[config.mk]
export PLATFORM = sky130hd
export DESIGN_NAME = hrc_div
export DESIGN_NICKNAME = d
export VERILOG_FILES = /design/src/rtl/core/heater_resistance_calc_macros.svh /design/src/rtl/core/hrc_pkg.sv /design/src/rtl/core/hrc_div.sv
export SDC_FILE = /design/constraint.sdc
export NUM_CORES = 2
export LEC_CHECK = 0
export BUFFER_PORTS_ARGS = -buffer_cell sky130_fd_sc_hd__clkbuf_2
export CAP_MARGIN = 20
export CORE_MARGIN = 5
export CORE_UTILIZATION = 58
export DETAILED_ROUTE_END_ITERATION = 6
export PLACE_DENSITY = 0.89
export SLEW_MARGIN = 20
export SYNTH_ARGS = -nofsm -noshare
export SYNTH_HDL_FRONTEND = slang
export SYNTH_SLANG_ARGS = --single-unit
[constraint.sdc]
create_clock -name clk_i -period 10.9 [get_ports clk_i]
set_input_delay 1.09 -clock clk_i [delete_from_list [all_inputs] [get_ports clk_i]]
set_output_delay 1.09 -clock clk_i [all_outputs]
set_load 0.02 [all_outputs]
[src/rtl/core/heater_resistance_calc_macros.svh]
// Assertion helpers shared by the heater resistance block.
// All checks sample on the rising edge of clk_i and are off while rst_ni is low.
`ifndef HEATER_RESISTANCE_CALC_MACROS_SVH
`define HEATER_RESISTANCE_CALC_MACROS_SVH

`define HRC_ASSERT(name, prop, msg) \
  name: assert property (@(posedge clk_i) disable iff (!rst_ni) (prop)) else $error(msg);

// Check that applies only while a result is presented on the output channel.
`define HRC_ASSERT_OUT(name, cond, msg) \
  `HRC_ASSERT(name, out_valid_o |-> (cond), msg)

`endif

[src/rtl/core/hrc_pkg.sv]
`timescale 1ns / 1ps

package hrc_pkg;

  localparam int unsigned CUR_SCALE   = 10;
  localparam logic [15:0] SAT16       = 16'hFFFF;
  localparam int unsigned BATT_SHIFT  = 10;
  localparam int unsigned CMD_GAIN    = 125;
  localparam int unsigned RES_SHIFT   = 13;
  localparam int unsigned ROUND_HALF  = 62;
  localparam int unsigned ORDER_SPLIT = 524287;

  // floor(x / 125) == (x * RECIP_125) >> RECIP_SHIFT for every x below 2^32 / 79.
  localparam int unsigned RECIP_125   = 34359739;
  localparam int unsigned RECIP_SHIFT = 32;

  // Smallest divider quotient whose rounded division by 125 exceeds 16 bits.
  localparam int unsigned SMALL_SAT_Q = 8191938;

  localparam int unsigned NUM_W     = 27;
  localparam int unsigned N_W       = 25;
  localparam int unsigned RECIP_W   = 26;
  localparam int unsigned PROD_W    = N_W + RECIP_W;
  localparam int unsigned X_W       = 23;
  localparam int unsigned PROD2_W   = X_W + RECIP_W;
  localparam int unsigned THRESH_W  = 20;

  localparam int unsigned DIV_W              = 32;
  localparam int unsigned DIVISOR_W          = 16;
  localparam int unsigned Q1_W               = DIV_W - RES_SHIFT;
  localparam int unsigned DIV_BITS_PER_STAGE = 4;
  localparam int unsigned DIV_STAGES         = DIV_W / DIV_BITS_PER_STAGE;

  typedef struct packed {
    logic [15:0] cmd;
    logic [15:0] cur;
    logic        ok;
    logic        big;
  } side_t;

endpackage

[src/rtl/core/hrc_div.sv]
`timescale 1ns / 1ps

module hrc_div import hrc_pkg::*; (
  input  logic                 clk_i,
  input  logic                 rst_ni,
  input  logic                 in_valid_i,
  output logic                 in_ready_o,
  input  logic [DIV_W-1:0]     dividend_i,
  input  logic [DIVISOR_W-1:0] divisor_i,
  input  side_t                side_i,
  output logic                 out_valid_o,
  input  logic                 out_ready_i,
  output logic [DIV_W-1:0]     quotient_o,
  output side_t                side_o
);

  localparam int unsigned Last = DIV_STAGES - 1;

  logic [DIV_STAGES-1:0] valid_q;
  logic [DIV_STAGES-1:0] en;
  logic [DIV_W-1:0]      word_q [DIV_STAGES];
  logic [DIVISOR_W-1:0]  rem_q  [DIV_STAGES];
  logic [DIVISOR_W-1:0]  dvs_q  [DIV_STAGES];
  side_t                 side_q [DIV_STAGES];

  // A stage takes new data when it is empty or when its own content moves on.
  always_comb begin
    en[Last] = !valid_q[Last] || out_ready_i;
    for (int s = Last - 1; s >= 0; s--) begin
      en[s] = !valid_q[s] || en[s+1];
    end
  end

  for (genvar s = 0; s < DIV_STAGES; s++) begin : g_stage
    logic                 v_in;
    logic [DIV_W-1:0]     w_in;
    logic [DIVISOR_W-1:0] r_in;
    logic [DIVISOR_W-1:0] d_in;
    side_t                s_in;
    logic [DIV_W-1:0]     word_d;
    logic [DIVISOR_W-1:0] rem_d;

    if (s == 0) begin : g_first
      assign v_in = in_valid_i;
      assign w_in = dividend_i;
      assign r_in = '0;
      assign d_in = divisor_i;
      assign s_in = side_i;
    end else begin : g_next
      assign v_in = valid_q[s-1];
      assign w_in = word_q[s-1];
      assign r_in = rem_q[s-1];
      assign d_in = dvs_q[s-1];
      assign s_in = side_q[s-1];
    end

    // Restoring division: the dividend shifts out at the top while
    // quotient bits shift in at the bottom.
    always_comb begin
      logic [DIVISOR_W:0] t;
      word_d = w_in;
      rem_d  = r_in;
      for (int k = 0; k < DIV_BITS_PER_STAGE; k++) begin
        t = {rem_d, word_d[DIV_W-1]};
        if (t >= {1'b0, d_in}) begin
          rem_d  = DIVISOR_W'(t - {1'b0, d_in});
          word_d = {word_d[DIV_W-2:0], 1'b1};
        end else begin
          rem_d  = t[DIVISOR_W-1:0];
          word_d = {word_d[DIV_W-2:0], 1'b0};
        end
      end
    end

    always_ff @(posedge clk_i or negedge rst_ni) begin
      if (!rst_ni) begin
        valid_q[s] <= 1'b0;
      end else if (en[s]) begin
        valid_q[s] <= v_in;
      end
    end

    always_ff @(posedge clk_i) begin
      if (en[s] && v_in) begin
        word_q[s] <= word_d;
        rem_q[s]  <= rem_d;
        dvs_q[s]  <= d_in;
        side_q[s] <= s_in;
      end
    end
  end

  assign in_ready_o  = en[0];
  assign out_valid_o = valid_q[Last];
  assign quotient_o  = word_q[Last];
  assign side_o      = side_q[Last];

endmodule

* Word-level counts from Yosys, hierarchy flattened
Memory sizes are Yosys's and may differ from the RTL's.
Cells that the tools add are included.
Widths: inputs -> output; s select.
** Storage, ports and cells
- Register bits :: 8
- RAM bits :: 784
- Memories kept :: 4
- Output and inout bits :: 68
- Bits of input ports :: 86
- Word-level logic and storage cells :: 180
** Memories
- side_q :: words 8, width 34, rd ports 8, clocked after Yosys merged registers in 0, wr ports 8, RTL line hrc_div.sv:24 : side_t side_q [DIV_STAGES];
- word_q :: words 8, width 32, rd ports 8, clocked after Yosys merged registers in 0, wr ports 8, RTL line hrc_div.sv:21 : logic [DIV_W-1:0] word_q [DIV_STAGES];
- dvs_q :: words 8, width 16, rd ports 7, clocked after Yosys merged registers in 0, wr ports 8, RTL line hrc_div.sv:23 : logic [DIVISOR_W-1:0] dvs_q [DIV_STAGES];
- rem_q :: words 8, width 16, rd ports 7, clocked after Yosys merged registers in 0, wr ports 8, RTL line hrc_div.sv:22 : logic [DIVISOR_W-1:0] rem_q [DIV_STAGES];
** Operators by class
- Reductions and logical operators :: 24
- Muxes and demuxes :: 80
- Order comparisons :: 32
- Add/subtract/negate cells :: 32
** Operator list (number)
- $ge 17x16->1 :: 31
- $mux 16 :: 32
- $sub 16x16->16 :: 31
- $mux 1 :: 48
- $ge 1x16->1 :: 1
- $sub 1x16->16 :: 1
- $logic_and 1x1->1 :: 8
- $logic_not 1->1 :: 8
- $logic_or 1x1->1 :: 8

* Longest topological paths before layout
- Depth after elaboration :: 12
- Gate-level depth with buffers :: 51

* Least setup slack after synthesis
No wires, ideal clock.
- Path kind :: register to register
- Start point :: memory dvs_q[4][6]
- End point :: memory rem_q[5][10] (data pin)
- Buffers on the path :: 5
- Stages on the path, launching flop included :: 47
- Path slack :: 0.508 ns
- Arrival time :: 10.132 ns
- Required time :: 10.640 ns
- Cells stage by stage :: edfxtp_1 -> inv_1 -> ha_1 -> a2111o_1 -> o2111ai_2 -> nand4_1 -> a311oi_2 -> inv_2 -> buf_2 -> o21ai_0 -> inv_1 -> ha_1 -> nor2b_1 -> o31a_1 -> o311a_1 -> o311a_1 -> o21ai_0 -> a21boi_0 -> (+11 left out) -> o21ai_0 -> a2111o_1 -> o2111ai_1 -> buf_2 -> mux2_2 -> ha_1 -> or2_2 -> a21oi_1 -> a31oi_1 -> a21oi_1 -> nor2_1 -> o21ai_0 -> a21oi_1 -> o311ai_0 -> a21oi_1 -> nor2_4 -> buf_4 -> mux2_2
** RTL lines (RTL line)
- start: declaration :: hrc_div.sv:23
- end: declaration :: hrc_div.sv:22

==> metrics.md <==
| Metric | Value |
|---|---|
| Initial antenna violation count | 5 |
| Synthesized area | 50400 sq um |
| Nets | 5539 |
| DP HPWL | 97.4 mm |
| Yosys warns | 0 |
| Fin area | 56400 sq um |
| Vias in the first global route | 37500 |
| Syn avg cell area | 10.9 sq um |
| Final core utilization | 65.3% |
| Core box area | 86500 sq um |
| Worst Skew | 0.0540 ns |
| Period utilization | 96.7% |
| Port bufs | 153 |
| Post-synth top area cell | edfxtp_1 |
| Setup ws final | 0.359 ns |
| F_max | 0.0949 GHz |
| Share of cells above drive strength 1 | 15.5% |
| Clock slew at reported path FFs | 0.07 ns |
| Final antenna-violating net count | 0 |
| Clock Latency Late Sink | 0.69 ns |
| Critical path class | reg2reg |
| Io pins | 154 |
| Fill cell count | 6408 |
| Via density per instance | 6.29 |
| Clock root buffer | clkbuf_16 |
| Dpl ws | 0.0544 ns |
| Reg2Reg Depth | 45 |
| Post-Route WL | 133 mm |
| Post-synth top cells | edfxtp_1 (752), ha_1 (498), a21oi_1 (354) |
| CTS HTree Levels | 3 |
| RR Startpoint | dvs_q[5][3]$_DFFE_PP_ |
| Hold Buf Count CTS | 0 |
| Vias | 38600 |
| Syn nets | 5229 |
| Max-Cap Viols | 0 |
| Number of flops mapped to enable cells by yosys | 752 |
| Crit path DAT | 10.98 ns |
| Least-Margin Pin Slew | 1.02 ns |
| DRC viols | 0 |
| Register area share after synthesis | 45.2% |
| Critical path startpoint | dvs_q[5][3]$_DFFE_PP_ |
| Die Wd | 305 um |
| Slowest CP cell | edfxtp_1 |
| Most area-consuming cells after synthesis | edfxtp_1 (45%), ha_1 (12%), mux2_2 (4.8%), xnor2_1 (3.8%), a21oi_1 (3.5%) |
| Most frequent cell after synthesis | edfxtp_1 |
| First-pass GRT wire length | 206 mm |
| Placed cell areas | 53300 sq um |
| Die Ht | 305 um |
| Clock buffer depth | 3 |
| Asr flop ratio synth | 1.05% |
| Wire per inst | 21.6 um |
| Synth Register Bits | 760 |
| Remaining Overflow, GRT | 0 |
| Total GRT Usage | 27.5% |
| Final slew viol count | 0 |
| Number of DRC markers in iteration 0 | 3930 |
| Worst slew margin | 31.7% |
| Slowest stage delay, CP | 0.49 ns |
| Crit path max fanout | 17 |
| Clock Sink Count | 760 |
| Largest net degree at the start of global routing | 67 |
| Hold violation total from the final report | 0 |
| Tightest Hold Check Type | in2async |
| Nature of the critical path endpoint | flip-flop |
| Critical Path RT | 11.34 ns |
| Setup Viol. Count Final | 0 |
| Synth Instances | 4615 |
| CTS tree | yes |
| Main synth FF type | edfxtp_1 |
| Cell variety after synth | 98 |
| Total negative slack | 0 ns |
| Effective utilization at floorplan | 58.2% |
| Post-route minimum period | 10.54 ns |
| Die Area | 92800 sq um |
| Initial DRT Pass Iterations | 6 |
| CTS Buf Count | 80 |
| Yosys top cell area share | 44.8% |
| Reg2reg setup slack | 0.36 ns |
| Core Rows | 108 |
| Outcome | completed |
| P&R area growth vs syn | 12.0% |
| Critical path launch point type | flip-flop |
| Routability congestion estimate | 0.978 |
| Reg2Reg Capture Point | rem_q[6][4]$_DFFE_PP_ |
final cells by class:
type | instances | area, sq um | share of cell area [%]
timing repair inverter | 1 | 7.51 | 0.0133
timing repair buffer | 295 | 1870 | 3.32
sequential | 760 | 22800 | 40.4
tap | 1155 | 1450 | 2.56
multi-input combinational | 3454 | 26400 | 46.7
clock buffer | 88 | 2030 | 3.60
clock inverter | 58 | 676 | 1.20
inverter | 333 | 1260 | 2.24
antenna | 1 | 2.50 | 0.00443
cells by family (layout without fill, tap and decap cells):
family                   after synthesis  after routing  synth area share [%]
AND/OR/NAND/NOR                     1126           1126                  11.0
XOR/XNOR                             333            333                  5.79
multiplexers                         267            267                  5.93
adder cells (fa/ha/maj)              528            528                  13.6
buffers and inverters                401            775                  3.07
flip-flops                           760            760                  45.2
other                                  0              1                     0
AO/OA/AOI/OAI                       1200           1200                  15.4
timing repair:
| action | 4_1_cts | 5_1_grt |
|---|---|---|
| pin swaps | 0 | 6 |
| resized for setup | 4 | 82 |
| endpoints found under the setup margin | 31 | 103 |
| cloned | 0 | 1 |
| setup buffers | 0 | 19 |
how the worst max path moves through the flow:
stage | to | cells past startpoint
2_1_floorplan | rem_q[5][10]$_DFFE_PP_ | 46
3_3_place_gp | rem_q[6][6]$_DFFE_PP_ | 45
3_5_place_dp | rem_q[6][4]$_DFFE_PP_ | 45
4_1_cts | rem_q[2][1]$_DFFE_PP_ | 46
5_1_grt | rem_q[4][7]$_DFFE_PP_ | 46
6_report | rem_q[6][4]$_DFFE_PP_ | 45
registers in the layout (all words and copies together) (netlist names):
name	count
dvs_q	112
g_stage.v_in	7
out_valid_o	1
rem_q	112
side_q	272
word_q	256
worst max-delay path: cells and delay by family, from the launching register on:
family / cells / cell delay (ns)
simple gates: 7 / 1.20
buf+inv: 8 / 1.34
mux: 2 / 0.64
compound gates: 24 / 5.36
flops: 1 / 0.49
fa+ha+maj: 4 / 1.28
cell usage in the layout, fill, tap and decap left out, drive strengths merged, types with 41 or more instances in the layout:
cell type / Yosys / routed
edfxtp: 752 / 752
ha: 498 / 498
a21oi: 355 / 355
inv: 333 / 336
nor2: 300 / 300
o21ai: 265 / 265
nand2: 256 / 256
clkbuf: 42 / 241
mux2: 226 / 226
xnor2: 217 / 217
buf: 26 / 142
a21o: 136 / 136
xor2: 116 / 116
nor3: 88 / 88
nand3: 87 / 87
nand4: 82 / 82
nor2b: 77 / 77
o21a: 75 / 75
nand2b: 67 / 67
mux2i: 41 / 41
stage by stage:
step / cells / hold WS [ns]
floorplan: 4615 / 0.400
global placement: 5978 / 0.400
detailed placement: 5978 / 0.405
CTS: 6124 / 0.238
global route: 6144 / 0.248
finish: 6145 / 0.254
layer usage:
metal  up-vias  part of all wire (%)  GRT usage, %
li1      18000                     -             -
met1     18500                    41          37.2
met2      1778                    46          44.9
met3       386                   8.1          4.25
met4         0                   4.5          11.0
met5         -                     0             0
Power is not shown: default switching activity piles up to over one toggle a cycle in this logic, so the estimate is an artifact.
